===== config.mk =====
export PLATFORM = sky130hd
export DESIGN_NAME = frame_store_rotating_latch_core
export DESIGN_NICKNAME = d
export VERILOG_FILES = /design/src/hw/rtl/fsrl_pkg.sv /design/src/hw/rtl/fsrl_queue.sv /design/src/hw/rtl/fsrl_front.sv /design/src/hw/rtl/fsrl_back.sv /design/src/hw/rtl/frame_store_rotating_latch_core.sv
export SDC_FILE = /design/constraint.sdc
export NUM_CORES = 2
export LEC_CHECK = 0
export BUFFER_PORTS_ARGS = -buffer_cell sky130_fd_sc_hd__buf_2
export CAP_MARGIN = 30
export CELL_PAD_IN_SITES_DETAIL_PLACEMENT = 0
export CELL_PAD_IN_SITES_GLOBAL_PLACEMENT = 1
export CORE_MARGIN = 2
export CORE_UTILIZATION = 54
export DETAILED_ROUTE_END_ITERATION = 8
export MAX_ROUTING_LAYER = met4
export PLACE_DENSITY_LB_ADDON = 0.1
export REMOVE_ABC_BUFFERS = 1
export SLEW_MARGIN = 5
export SYNTH_ARGS = -nofsm -noshare
export SYNTH_HDL_FRONTEND = slang
export SYNTH_HIERARCHICAL = 1
export SYNTH_SLANG_ARGS = --single-unit

===== constraint.sdc =====
create_clock -name clk -period 6.2 [get_ports clk]
set_clock_uncertainty 0.1 [all_clocks]
set_input_delay 0.93 -clock clk [delete_from_list [all_inputs] [get_ports clk]]
set_output_delay 0.93 -clock clk [all_outputs]
set_load 0.03 [all_outputs]

===== src/hw/rtl/fsrl_pkg.sv =====
`timescale 1ns / 1ps

package fsrl_pkg;

  localparam int FRAME_W = 4;
  localparam int ROW_W   = 3;
  localparam int MOD_W   = 3;
  localparam int WORD_W  = 16;
  localparam int SHIFT_W = 4;

  typedef enum logic {
    OP_WRITE = 1'b0,
    OP_LATCH = 1'b1
  } op_t;

  typedef enum logic [1:0] {
    ST_CLEAR,
    ST_IDLE,
    ST_HCAP,
    ST_EMIT
  } state_t;

  typedef struct packed {
    op_t                op;
    logic [FRAME_W-1:0] frame;
    logic [ROW_W-1:0]   row;
    logic [MOD_W-1:0]   module_idx;
    logic [WORD_W-1:0]  data;
    logic [MOD_W-1:0]   mo;
    logic [SHIFT_W-1:0] b;
  } cmd_t;

  typedef struct packed {
    logic [ROW_W-1:0]  row;
    logic [MOD_W-1:0]  module_idx;
    logic [WORD_W-1:0] word;
    logic              last;
  } res_t;

endpackage


===== src/hw/rtl/fsrl_queue.sv =====
`timescale 1ns / 1ps

module fsrl_queue #(
  parameter int W = 8
) (
  input  logic         clk,
  input  logic         rst_n,
  input  logic         push,
  input  logic [W-1:0] wdata,
  output logic         full,
  input  logic         pop,
  output logic [W-1:0] rdata,
  output logic         empty
);

  logic [W-1:0] slot_r [2];
  logic         wr_ptr_r;
  logic         wr_ptr_nxt;
  logic         rd_ptr_r;
  logic         rd_ptr_nxt;
  logic [1:0]   cnt_r;
  logic [1:0]   cnt_nxt;
  logic         do_push;
  logic         do_pop;

  assign full    = (cnt_r == 2'd2);
  assign empty   = (cnt_r == 2'd0);
  assign rdata   = slot_r[rd_ptr_r];
  assign do_push = push && !full;
  assign do_pop  = pop && !empty;

  always_comb begin
    wr_ptr_nxt = wr_ptr_r ^ do_push;
    rd_ptr_nxt = rd_ptr_r ^ do_pop;
    cnt_nxt    = cnt_r + 2'(do_push) - 2'(do_pop);
  end

  always_ff @(posedge clk) begin
    if (!rst_n) begin
      wr_ptr_r <= 1'b0;
      rd_ptr_r <= 1'b0;
      cnt_r    <= 2'd0;
    end else begin
      wr_ptr_r <= wr_ptr_nxt;
      rd_ptr_r <= rd_ptr_nxt;
      cnt_r    <= cnt_nxt;
    end
  end

  always_ff @(posedge clk) begin
    if (do_push) begin
      slot_r[wr_ptr_r] <= wdata;
    end
  end

`ifndef NO_ASSERTIONS
  a_cnt_range: assert property (@(posedge clk) disable iff (!rst_n)
    cnt_r != 2'd3)
    else $error("queue count out of range");
  a_ptr_gap: assert property (@(posedge clk) disable iff (!rst_n)
    (cnt_r == 2'd1) |-> (wr_ptr_r != rd_ptr_r))
    else $error("queue pointers disagree with count");
  a_cnt_step: assert property (@(posedge clk) disable iff (!rst_n)
    (do_push && !do_pop) |=> (cnt_r == $past(cnt_r) + 2'd1))
    else $error("queue count did not follow push");
`endif

endmodule


===== src/hw/rtl/fsrl_front.sv =====
`timescale 1ns / 1ps

module fsrl_front #(
  parameter int MODULES = 4,
  parameter int ROWS    = 8,
  parameter int FRAMES  = 4
) (
  input  logic                 in_push,
  output logic                 in_full,
  input  logic                 in_op,
  input  logic [7:0]           in_frame_index,
  input  logic [2:0]           in_row_index,
  input  logic [2:0]           in_module_index,
  input  logic [15:0]          in_data_word,
  input  logic [6:0]           in_offset_bits,
  input  logic                 clearing,
  input  logic                 cq_full,
  output logic                 cq_push,
  output fsrl_pkg::cmd_t       cq_cmd
);

  localparam int FR_RECIP = (1 << 16) / FRAMES + 1;
  localparam int MO_RECIP = (1 << 16) / MODULES + 1;

  logic       accept;
  logic       wr_ok;
  logic [7:0] frame_quo;
  logic [7:0] frame_back;
  logic [7:0] frame_mod;
  logic [2:0] mo_quo;
  logic [2:0] mo_back;
  logic [2:0] mo_mod;

  assign in_full = cq_full || clearing;
  assign accept  = in_push && !in_full;

  // remainders by the constant sizes through a scaled reciprocal
  assign frame_quo  = 8'((24'(in_frame_index) * 24'(FR_RECIP)) >> 16);
  assign frame_back = frame_quo * 8'(FRAMES);
  assign frame_mod  = in_frame_index - frame_back;

  assign mo_quo  = 3'((20'(in_offset_bits[6:4]) * 20'(MO_RECIP)) >> 16);
  assign mo_back = 3'({1'b0, mo_quo} * 4'(MODULES));
  assign mo_mod  = in_offset_bits[6:4] - mo_back;

  assign wr_ok = (in_frame_index < 8'(FRAMES)) &&
                 ({1'b0, in_row_index} < 4'(ROWS)) &&
                 ({1'b0, in_module_index} < 4'(MODULES));

  always_comb begin
    cq_cmd.op         = fsrl_pkg::op_t'(in_op);
    cq_cmd.row        = in_row_index;
    cq_cmd.module_idx = in_module_index;
    cq_cmd.data       = in_data_word;
    cq_cmd.mo         = mo_mod;
    cq_cmd.b          = in_offset_bits[3:0];
    if (cq_cmd.op == fsrl_pkg::OP_LATCH) begin
      cq_cmd.frame = frame_mod[fsrl_pkg::FRAME_W-1:0];
    end else begin
      cq_cmd.frame = in_frame_index[fsrl_pkg::FRAME_W-1:0];
    end
    // ignored writes are dropped here
    cq_push = accept && ((cq_cmd.op == fsrl_pkg::OP_LATCH) || wr_ok);
  end

endmodule


===== src/hw/rtl/fsrl_back.sv =====
`timescale 1ns / 1ps

module fsrl_back #(
  parameter int MODULES = 4,
  parameter int ROWS    = 8,
  parameter int FRAMES  = 4
) (
  input  logic                 clk,
  input  logic                 rst_n,
  output logic                 clearing,
  input  logic                 cq_empty,
  input  fsrl_pkg::cmd_t       cq_cmd,
  output logic                 cq_pop,
  input  logic                 oq_full,
  output logic                 oq_push,
  output fsrl_pkg::res_t       oq_res
);

  localparam int FW    = (FRAMES > 1) ? $clog2(FRAMES) : 1;
  localparam int RW    = (ROWS > 1) ? $clog2(ROWS) : 1;
  localparam int MW    = (MODULES > 1) ? $clog2(MODULES) : 1;
  localparam int AW    = FW + RW + MW;
  localparam int DEPTH = 1 << AW;

  localparam logic [fsrl_pkg::MOD_W-1:0] MOD_TOP = fsrl_pkg::MOD_W'(MODULES - 1);
  localparam logic [fsrl_pkg::ROW_W-1:0] ROW_TOP = fsrl_pkg::ROW_W'(ROWS - 1);

  logic [15:0] mem [DEPTH];
  logic [15:0] mem_q;
  logic        mem_we;
  logic [AW-1:0] mem_wa;
  logic [15:0] mem_wd;
  logic        mem_re;
  logic [AW-1:0] mem_ra;

  fsrl_pkg::state_t state_r, state_nxt;
  logic [AW-1:0]                  clr_addr_r, clr_addr_nxt;
  logic [fsrl_pkg::FRAME_W-1:0]   frame_r, frame_nxt;
  logic [fsrl_pkg::ROW_W-1:0]     row_r, row_nxt;
  logic [fsrl_pkg::MOD_W-1:0]     m_r, m_nxt;
  logic [fsrl_pkg::MOD_W-1:0]     idx_r, idx_nxt;
  logic [fsrl_pkg::MOD_W-1:0]     mo_r, mo_nxt;
  logic [fsrl_pkg::SHIFT_W-1:0]   b_r, b_nxt;
  logic [15:0]                    hi_r, hi_nxt;
  logic [31:0]                    pair;

  function automatic logic [fsrl_pkg::MOD_W-1:0] dec_wrap(
    input logic [fsrl_pkg::MOD_W-1:0] v
  );
    return (v == '0) ? MOD_TOP : v - 1'b1;
  endfunction

  assign clearing = (state_r == fsrl_pkg::ST_CLEAR);
  assign pair     = {hi_r, mem_q} >> b_r;

  always_comb begin
    state_nxt    = state_r;
    clr_addr_nxt = clr_addr_r;
    frame_nxt    = frame_r;
    row_nxt      = row_r;
    m_nxt        = m_r;
    idx_nxt      = idx_r;
    mo_nxt       = mo_r;
    b_nxt        = b_r;
    hi_nxt       = hi_r;
    mem_we       = 1'b0;
    mem_wa       = clr_addr_r;
    mem_wd       = '0;
    mem_re       = 1'b0;
    mem_ra       = {frame_r[FW-1:0], row_r[RW-1:0], idx_r[MW-1:0]};
    cq_pop       = 1'b0;
    oq_push      = 1'b0;
    oq_res.row        = row_r;
    oq_res.module_idx = m_r;
    oq_res.word       = pair[15:0];
    oq_res.last       = (row_r == ROW_TOP) && (m_r == '0);

    unique case (state_r)
      fsrl_pkg::ST_CLEAR: begin
        mem_we       = 1'b1;
        clr_addr_nxt = clr_addr_r + 1'b1;
        if (clr_addr_r == AW'(DEPTH - 1)) begin
          state_nxt = fsrl_pkg::ST_IDLE;
        end
      end
      fsrl_pkg::ST_IDLE: begin
        if (!cq_empty) begin
          cq_pop = 1'b1;
          if (cq_cmd.op == fsrl_pkg::OP_WRITE) begin
            mem_we = 1'b1;
            mem_wa = {cq_cmd.frame[FW-1:0], cq_cmd.row[RW-1:0], cq_cmd.module_idx[MW-1:0]};
            mem_wd = cq_cmd.data;
          end else begin
            // upper neighbor of the last module sits at the module offset
            mem_re    = 1'b1;
            mem_ra    = {cq_cmd.frame[FW-1:0], {RW{1'b0}}, cq_cmd.mo[MW-1:0]};
            frame_nxt = cq_cmd.frame;
            mo_nxt    = cq_cmd.mo;
            b_nxt     = cq_cmd.b;
            row_nxt   = '0;
            m_nxt     = MOD_TOP;
            idx_nxt   = dec_wrap(cq_cmd.mo);
            state_nxt = fsrl_pkg::ST_HCAP;
          end
        end
      end
      fsrl_pkg::ST_HCAP: begin
        hi_nxt    = mem_q;
        mem_re    = 1'b1;
        state_nxt = fsrl_pkg::ST_EMIT;
      end
      fsrl_pkg::ST_EMIT: begin
        if (!oq_full) begin
          oq_push = 1'b1;
          hi_nxt  = mem_q;
          if (m_r == '0) begin
            if (row_r == ROW_TOP) begin
              state_nxt = fsrl_pkg::ST_IDLE;
            end else begin
              row_nxt   = row_r + 1'b1;
              m_nxt     = MOD_TOP;
              idx_nxt   = dec_wrap(mo_r);
              mem_re    = 1'b1;
              mem_ra    = {frame_r[FW-1:0], row_nxt[RW-1:0], mo_r[MW-1:0]};
              state_nxt = fsrl_pkg::ST_HCAP;
            end
          end else begin
            m_nxt   = m_r - 1'b1;
            idx_nxt = dec_wrap(idx_r);
            mem_re  = 1'b1;
            mem_ra  = {frame_r[FW-1:0], row_r[RW-1:0], idx_nxt[MW-1:0]};
          end
        end
      end
      default: begin
        state_nxt = fsrl_pkg::ST_IDLE;
      end
    endcase
  end

  always_ff @(posedge clk) begin
    if (!rst_n) begin
      state_r    <= fsrl_pkg::ST_CLEAR;
      clr_addr_r <= '0;
    end else begin
      state_r    <= state_nxt;
      clr_addr_r <= clr_addr_nxt;
    end
  end

  always_ff @(posedge clk) begin
    frame_r <= frame_nxt;
    row_r   <= row_nxt;
    m_r     <= m_nxt;
    idx_r   <= idx_nxt;
    mo_r    <= mo_nxt;
    b_r     <= b_nxt;
    hi_r    <= hi_nxt;
  end

  always_ff @(posedge clk) begin
    if (mem_we) begin
      mem[mem_wa] <= mem_wd;
    end
  end

  always_ff @(posedge clk) begin
    if (mem_re) begin
      mem_q <= mem[mem_ra];
    end
  end

`ifndef NO_ASSERTIONS
  a_no_pop_clear: assert property (@(posedge clk) disable iff (!rst_n)
    clearing |-> !cq_pop)
    else $error("command taken during clearing pass");
  a_push_room: assert property (@(posedge clk) disable iff (!rst_n)
    oq_push |-> !oq_full)
    else $error("result pushed into full queue");
  a_last_ends: assert property (@(posedge clk) disable iff (!rst_n)
    (oq_push && oq_res.last) |=> (state_r == fsrl_pkg::ST_IDLE))
    else $error("latch did not end on final word");
  a_no_mem_conflict: assert property (@(posedge clk) disable iff (!rst_n)
    !(mem_we && mem_re))
    else $error("store read and written together");
`endif

endmodule


===== src/hw/rtl/frame_store_rotating_latch_core.sv =====
`timescale 1ns / 1ps

// Frame store for a chain of LED matrix modules: FRAMES frames of ROWS rows of
// MODULES 16-bit words. A write transaction stores one word (out-of-range writes are
// dropped at the front); a latch transaction streams the frame rotated across the
// concatenated row, ROWS*MODULES result words, row 0 first, module MODULES-1 down to 0,
// the final word flagged by out_last. The store has a single read port: a latch
// occupies the back end until its final word is pushed to the result queue, a write
// while popped; a two-entry command queue and a two-entry result queue let the input
// and output sides stall independently. After reset a clearing pass zeroes the store
// at one address per cycle, 2**(frame bits + row bits + module bits) addresses with
// each index at least one bit wide (128 at the defaults), with in_full held high.
module frame_store_rotating_latch_core #(
  parameter int MODULES = 4,
  parameter int ROWS    = 8,
  parameter int FRAMES  = 4
) (
  input  logic        clk,
  input  logic        rst_n,
  input  logic        in_push,
  output logic        in_full,
  input  logic        in_op,
  input  logic [7:0]  in_frame_index,
  input  logic [2:0]  in_row_index,
  input  logic [2:0]  in_module_index,
  input  logic [15:0] in_data_word,
  input  logic [6:0]  in_offset_bits,
  output logic        out_empty,
  input  logic        out_pop,
  output logic [2:0]  out_row,
  output logic [2:0]  out_module,
  output logic [15:0] out_word,
  output logic        out_last
);

  localparam int CMD_W = $bits(fsrl_pkg::cmd_t);
  localparam int RES_W = $bits(fsrl_pkg::res_t);

  logic                 clearing;
  logic                 cq_push;
  logic                 cq_full;
  logic                 cq_pop;
  logic                 cq_empty;
  fsrl_pkg::cmd_t       cq_in;
  fsrl_pkg::cmd_t       cq_out;
  logic                 oq_push;
  logic                 oq_full;
  fsrl_pkg::res_t       oq_in;
  fsrl_pkg::res_t       oq_out;

  fsrl_front #(
    .MODULES (MODULES),
    .ROWS    (ROWS),
    .FRAMES  (FRAMES)
  ) u_front (
    .in_push         (in_push),
    .in_full         (in_full),
    .in_op           (in_op),
    .in_frame_index  (in_frame_index),
    .in_row_index    (in_row_index),
    .in_module_index (in_module_index),
    .in_data_word    (in_data_word),
    .in_offset_bits  (in_offset_bits),
    .clearing        (clearing),
    .cq_full         (cq_full),
    .cq_push         (cq_push),
    .cq_cmd          (cq_in)
  );

  fsrl_queue #(
    .W (CMD_W)
  ) u_cmd_q (
    .clk   (clk),
    .rst_n (rst_n),
    .push  (cq_push),
    .wdata (cq_in),
    .full  (cq_full),
    .pop   (cq_pop),
    .rdata (cq_out),
    .empty (cq_empty)
  );

  fsrl_back #(
    .MODULES (MODULES),
    .ROWS    (ROWS),
    .FRAMES  (FRAMES)
  ) u_back (
    .clk      (clk),
    .rst_n    (rst_n),
    .clearing (clearing),
    .cq_empty (cq_empty),
    .cq_cmd   (cq_out),
    .cq_pop   (cq_pop),
    .oq_full  (oq_full),
    .oq_push  (oq_push),
    .oq_res   (oq_in)
  );

  fsrl_queue #(
    .W (RES_W)
  ) u_res_q (
    .clk   (clk),
    .rst_n (rst_n),
    .push  (oq_push),
    .wdata (oq_in),
    .full  (oq_full),
    .pop   (out_pop),
    .rdata (oq_out),
    .empty (out_empty)
  );

  assign out_row    = oq_out.row;
  assign out_module = oq_out.module_idx;
  assign out_word   = oq_out.word;
  assign out_last   = oq_out.last;

endmodule


After elaboration in Yosys (flattened, before gate mapping):

Memory sizes are Yosys's and may differ from the RTL's. A register that Yosys moved wholly into a read port is not among the register bits.
Cells that the tools add are included.

* reduce and logical (&&, ||, !) cells: 29
* divide/modulo/power cells: 0
* shift-type cells: 1
* order comparisons: 2
* muxes and demuxes: 64
* add/sub/neg operators: 12
* eq/ne operators: 14
* bitwise logic cells: 5
* $mul: 2

Operator list (number)
* $mux 16: 4
* $mux 3: 18
* $mux 7: 5
* $pmux 16 s2: 1
* $shr 32x4->16: 1
* $mux 1: 19
* $mul 8x15->18 const B: 1
* $pmux 3 s2: 3
* $mul 3x15->17 const B: 1
* $mux 5: 3
* $pmux 7 s2: 1
* $logic_not 3->1: 4
* $mux 2: 6
* $sub 3x1->3 const B: 4
* $reduce_and 5->1: 2
* $eq 2x2->1 const B: 4
* $logic_and 1x1->1: 8
* $lt 8x3->1 const B: 1
* $pmux 2 s4: 1
* $add 7x1->7 const B: 1
* $eq 7x7->1 const B: 1
* $logic_not 2->1: 3
* $ne 2x1->1 const B: 3
* $ne 2x2->1 const B: 3
* other kinds (20): 31

* RAM bits: 2162
* word-level logic and storage cells: 147
* bits in read-only memories: 0
* flip-flop bits (word level): 51
* bits in latches: 0
* input bits: 42
* memories kept: 3

Memory list
* u_back.mem: words 128, width 16, rd ports 1, clocked after memory_dff 1, wr ports 1, RTL line fsrl_back.sv:28 `logic [15:0] mem [DEPTH];`
* u_cmd_q.slot_r: words 2, width 34, rd ports 1, clocked after memory_dff 1, wr ports 1, RTL line fsrl_queue.sv:16 `logic [W-1:0] slot_r [2];`
* u_res_q.slot_r: words 2, width 23, rd ports 1, clocked after memory_dff 1, wr ports 1, RTL line fsrl_queue.sv:16

Longest topological paths before layout:

* word-level depth: 8
* gate-level depth with buffers: 17
* gate-level depth less buffers: 12

Hierarchy:

The synthesis kept the hierarchy.

Modules (own cells, without submodules)
* fsrl_back: area an instance 86060.0 µm², cells an instance 5783, times used 1
* fsrl_queue at u_cmd_q: area an instance 2846.5 µm², cells an instance 131, times used 1
* fsrl_queue at u_res_q: area an instance 1919.3 µm², cells an instance 96, times used 1
* fsrl_front: area an instance 291.5 µm², cells an instance 40, times used 1

Worst setup path before layout:

No wires, ideal clock.

* path type: reg2reg
* from: reg u_back.state_r[1]
* to: mem u_back.mem[0][10] (data pin)
* setup slack: 1.719 ns
* path buffers: 6
* period minus slack after synthesis: 4.481 ns
* required time: 5.565 ns
* stages on the path, launching flop included: 10
* arrival: 3.846 ns
* cell sequence: dfxtp_1 buf_2 nand2b_1 buf_2 clkbuf_1 clkbuf_1 nor3_1 clkbuf_1 clkbuf_1 and2_1

* cells in the longest elaborated chain, start to end: 2

RTL lines
* start, declared: RTL line fsrl_back.sv:36 `fsrl_pkg::state_t state_r, state_nxt;`
* start signal, assigned: RTL line fsrl_back.sv:143 `state_r <= fsrl_pkg::ST_CLEAR;`
* start signal, assigned: RTL line fsrl_back.sv:146 `state_r <= state_nxt;`
* $eq 2x1->1: RTL line fsrl_back.sv:78 `unique case (state_r)`
* $mux 16: RTL line fsrl_back.sv:78
* via u_back.mem_wd[10]: RTL line fsrl_back.sv:32 `logic [15:0] mem_wd;`
* end, declared: RTL line fsrl_back.sv:28

The timed path passes the listed nets, and every way through them passes these cells.

Final worst setup path:

* from: reg u_back/m_r[0] in the netlist's numbering
* to: reg u_back.mem_q[0], read port of u_back.mem (data pin)

* cells in the longest elaborated chain, start to end: 4

RTL lines
* start, declared: RTL line fsrl_back.sv:40 `logic [fsrl_pkg::MOD_W-1:0] m_r, m_nxt;`
* start signal, assigned: RTL line fsrl_back.sv:154 `m_r <= m_nxt;`
* $logic_not 3->1 (*): RTL line fsrl_back.sv:116 `if (m_r == '0) begin`
* $mux 1 / $mux 5 (equally long branches): RTL line fsrl_back.sv:116
* $mux 1 / $mux 5 (equally long branches): RTL line fsrl_back.sv:113 `if (!oq_full) begin`
* $pmux 1 s3 / $pmux 7 s2 (equally long branches): RTL line fsrl_back.sv:78
* end, declared: RTL line fsrl_back.sv:29 `logic [15:0] mem_q;`

Mark *: on every way between the ends. The rest lies on a longest branch, timed or not.
A chain may end at the register's enable or synchronous reset.

==> impl_metrics.ini <==
[pwr]
ir_worst_vdd_mv = 0.3475
p_clk_share_pct = 43.4
switching_power_mw = 5.822
swShare_pct = 19.73
power.density_nw_per_um2 = 289.5
sequentialPowerShare_pct = 55.4
p_leak_nw = 35.07
p_int_mw = 23.69
p_comb_share_pct = 1.2

[detailed_routing]
routed-via-count = 54640
via_per_inst = 6.310
routedWlPerCell_um = 29.95
antenna_left = 0
drt-total-wl_mm = 259.4
dr.pass1.iters = 6
drc = 0
drt_iter0_markers = 6724

[grt]
antenna_found_initial = 7
grt_first_pass_wirelength_mm = 369.0
grt_pass1_vias = 51360
grt_overflow = 0
grtUsageTotal_pct = 30.75
grt_max_degree = 111

[timing]
drv_slew = 0
grt_setup_unrepaired = no
hold_viol = 0
hold_ws_ns = 0.1581
max_freq_ghz = 0.1795
timing.setup.tns_ns = 0
worst_slew_pin_slew_ns = 1.212
fin_crit_ns = 5.571
setup_viol = 0
fin_crit_sh_pct = 89.86
relSlewSlack_pct = 19.21

[cells_and_area]
multi_input_area_sq_um = 22020
nets = 6332
area_delta_synth_final_pct = 12.16
layout_commonest_cell = edfxtp_1
fill_cells = 12380
seqCellArea_sq_um = 66600
drive_gt1_share_pct = 13.92
final_cell_mix = 2205 x edfxtp_1, 1013 x nand2_1, 542 x mux2i_1

[floorplanning]
die_x_um = 414.2
dieArea_sq_um = 171600
core-area_sq_um = 167200
num_rows = 150
die-height_um = 414.2
start_util_pct = 54.35
num_io_pins = 67

[critical_path]
end_kind = register
crit_required_ns = 6.83
start_kind = register
path_class = register to register
reg2reg_slack_ns = 0.63
critPathArrivalTime_ns = 6.20
ff2ff_path_depth = 14
worstPathMaxFanout = 52

[clock_network]
clock_latency_ns = 0.86
clockBufferDepth = 3
cts_setup_buffers = 0
htreeDepth = 4
clockRootBuffer = clkbuf_16
cts_sinks = 2224
post_cts_resized = 0
numCtsBuffers = 220
cts_hold_buf = 0
clkTransAtPathRegs_ns = 0.06
cts_tree = yes

[place]
port_buffers = 65
hpwl_mm = 161.1
gp_congestion = 0.8882

[worst_hold_path]
min_path_type = input pin to register
whs_path_depth = 1

[yosys]
yosys_warnings = 6
syn-cell-area_sq_um = 90880
syn_avg_cell_area_sq_um = 15.05
syn_inst = 6038

[run_status]
status = finished clean

[run]
cap_viol_max_count = 0
layer usage:
layer | share of wire, % | vias up | global-route usage, %
li1 | - | 23830 | -
met1 | 41 | 27890 | 42.97
met5 | 0 | - | -
met2 | 47 | 2531 | 46.78
met3 | 8.8 | 398 | 4.966
met4 | 3.1 | 0 | 9.561
power by group through the flow:
stage               combinational (mW)  sequential (mW)  clock (mW)
CTS                              0.348             16.4        12.9
global route                     0.366             16.4        13.5
detailed placement               0.347             16.7           0
global placement                 0.314             16.7           0
floorplan                        0.202             16.7           0
finish                           0.348             16.4        12.8
path summary, 6_finish.rpt:
kind                                       from               endpoint
worst max-delay path              u_back/m_r[0]        u_back/mem_q[0]
worst min-delay path            in_data_word[3]  u_cmd_q/slot_r[0][10]
worst min register to register    u_back/m_r[1]  u_res_q/slot_r[0][18]
worst max register to register    u_back/m_r[0]        u_back/mem_q[0]
metrics by stage:
| stage | cell area, sq um | setup slack (ns) | instances | utilization, % | total power [mW] |
|---|---|---|---|---|---|
| after CTS | 101900 | 0.7575 | 8652 | 60.92 | 29.65 |
| after global routing | 101900 | 0.3750 | 8659 | 60.95 | 30.26 |
| after detailed placement | 95030 | 0.8003 | 8247 | 56.83 | 17.02 |
| after global placement | 94830 | 0.8665 | 8234 | 56.71 | 17.00 |
| final | 101900 | 0.6288 | 8660 | 60.95 | 29.51 |
| after floorplan | 88560 | -20.78 | 5618 | - | 16.88 |
layout make-up:
type	count	share of cell area [%]
Clock buffer	284	5.678
Timing Repair Buffer	427	3.486
Multi-Input combinational cell	3357	21.61
Inverter	37	0.1375
Clock inverter	121	1.038
Sequential cell	2224	65.33
Tap cell	2204	2.705
Antenna cell	6	0.01473
flip-flops by register name, summed over array words and instances, names as in the netlist, 4 cells and up, named ones only:
signal / count
u_back/mem: 2048
u_cmd_q/slot_r: 62
u_res_q/slot_r: 46
u_back/mem_q: 16
u_back/hi_r: 15
u_back/clr_addr_r: 7
u_back/b_r: 4
worst max-delay path, stage by stage (launching register included):
cell	delay, ns
edfxtp_1	0.43
inv_1	0.10
ha_1	0.21
nor2b_1	0.68
o21ai_1	0.32
a221oi_4	0.76
nand2_2	0.11
buf_4	0.38
o221ai_1	0.69
a41oi_1	0.22
o41ai_1	0.58
buf_4	0.24
nand2_1	0.14
a211oi_1	0.23
buf_4	0.16
Power figures use the tool's default switching activity.
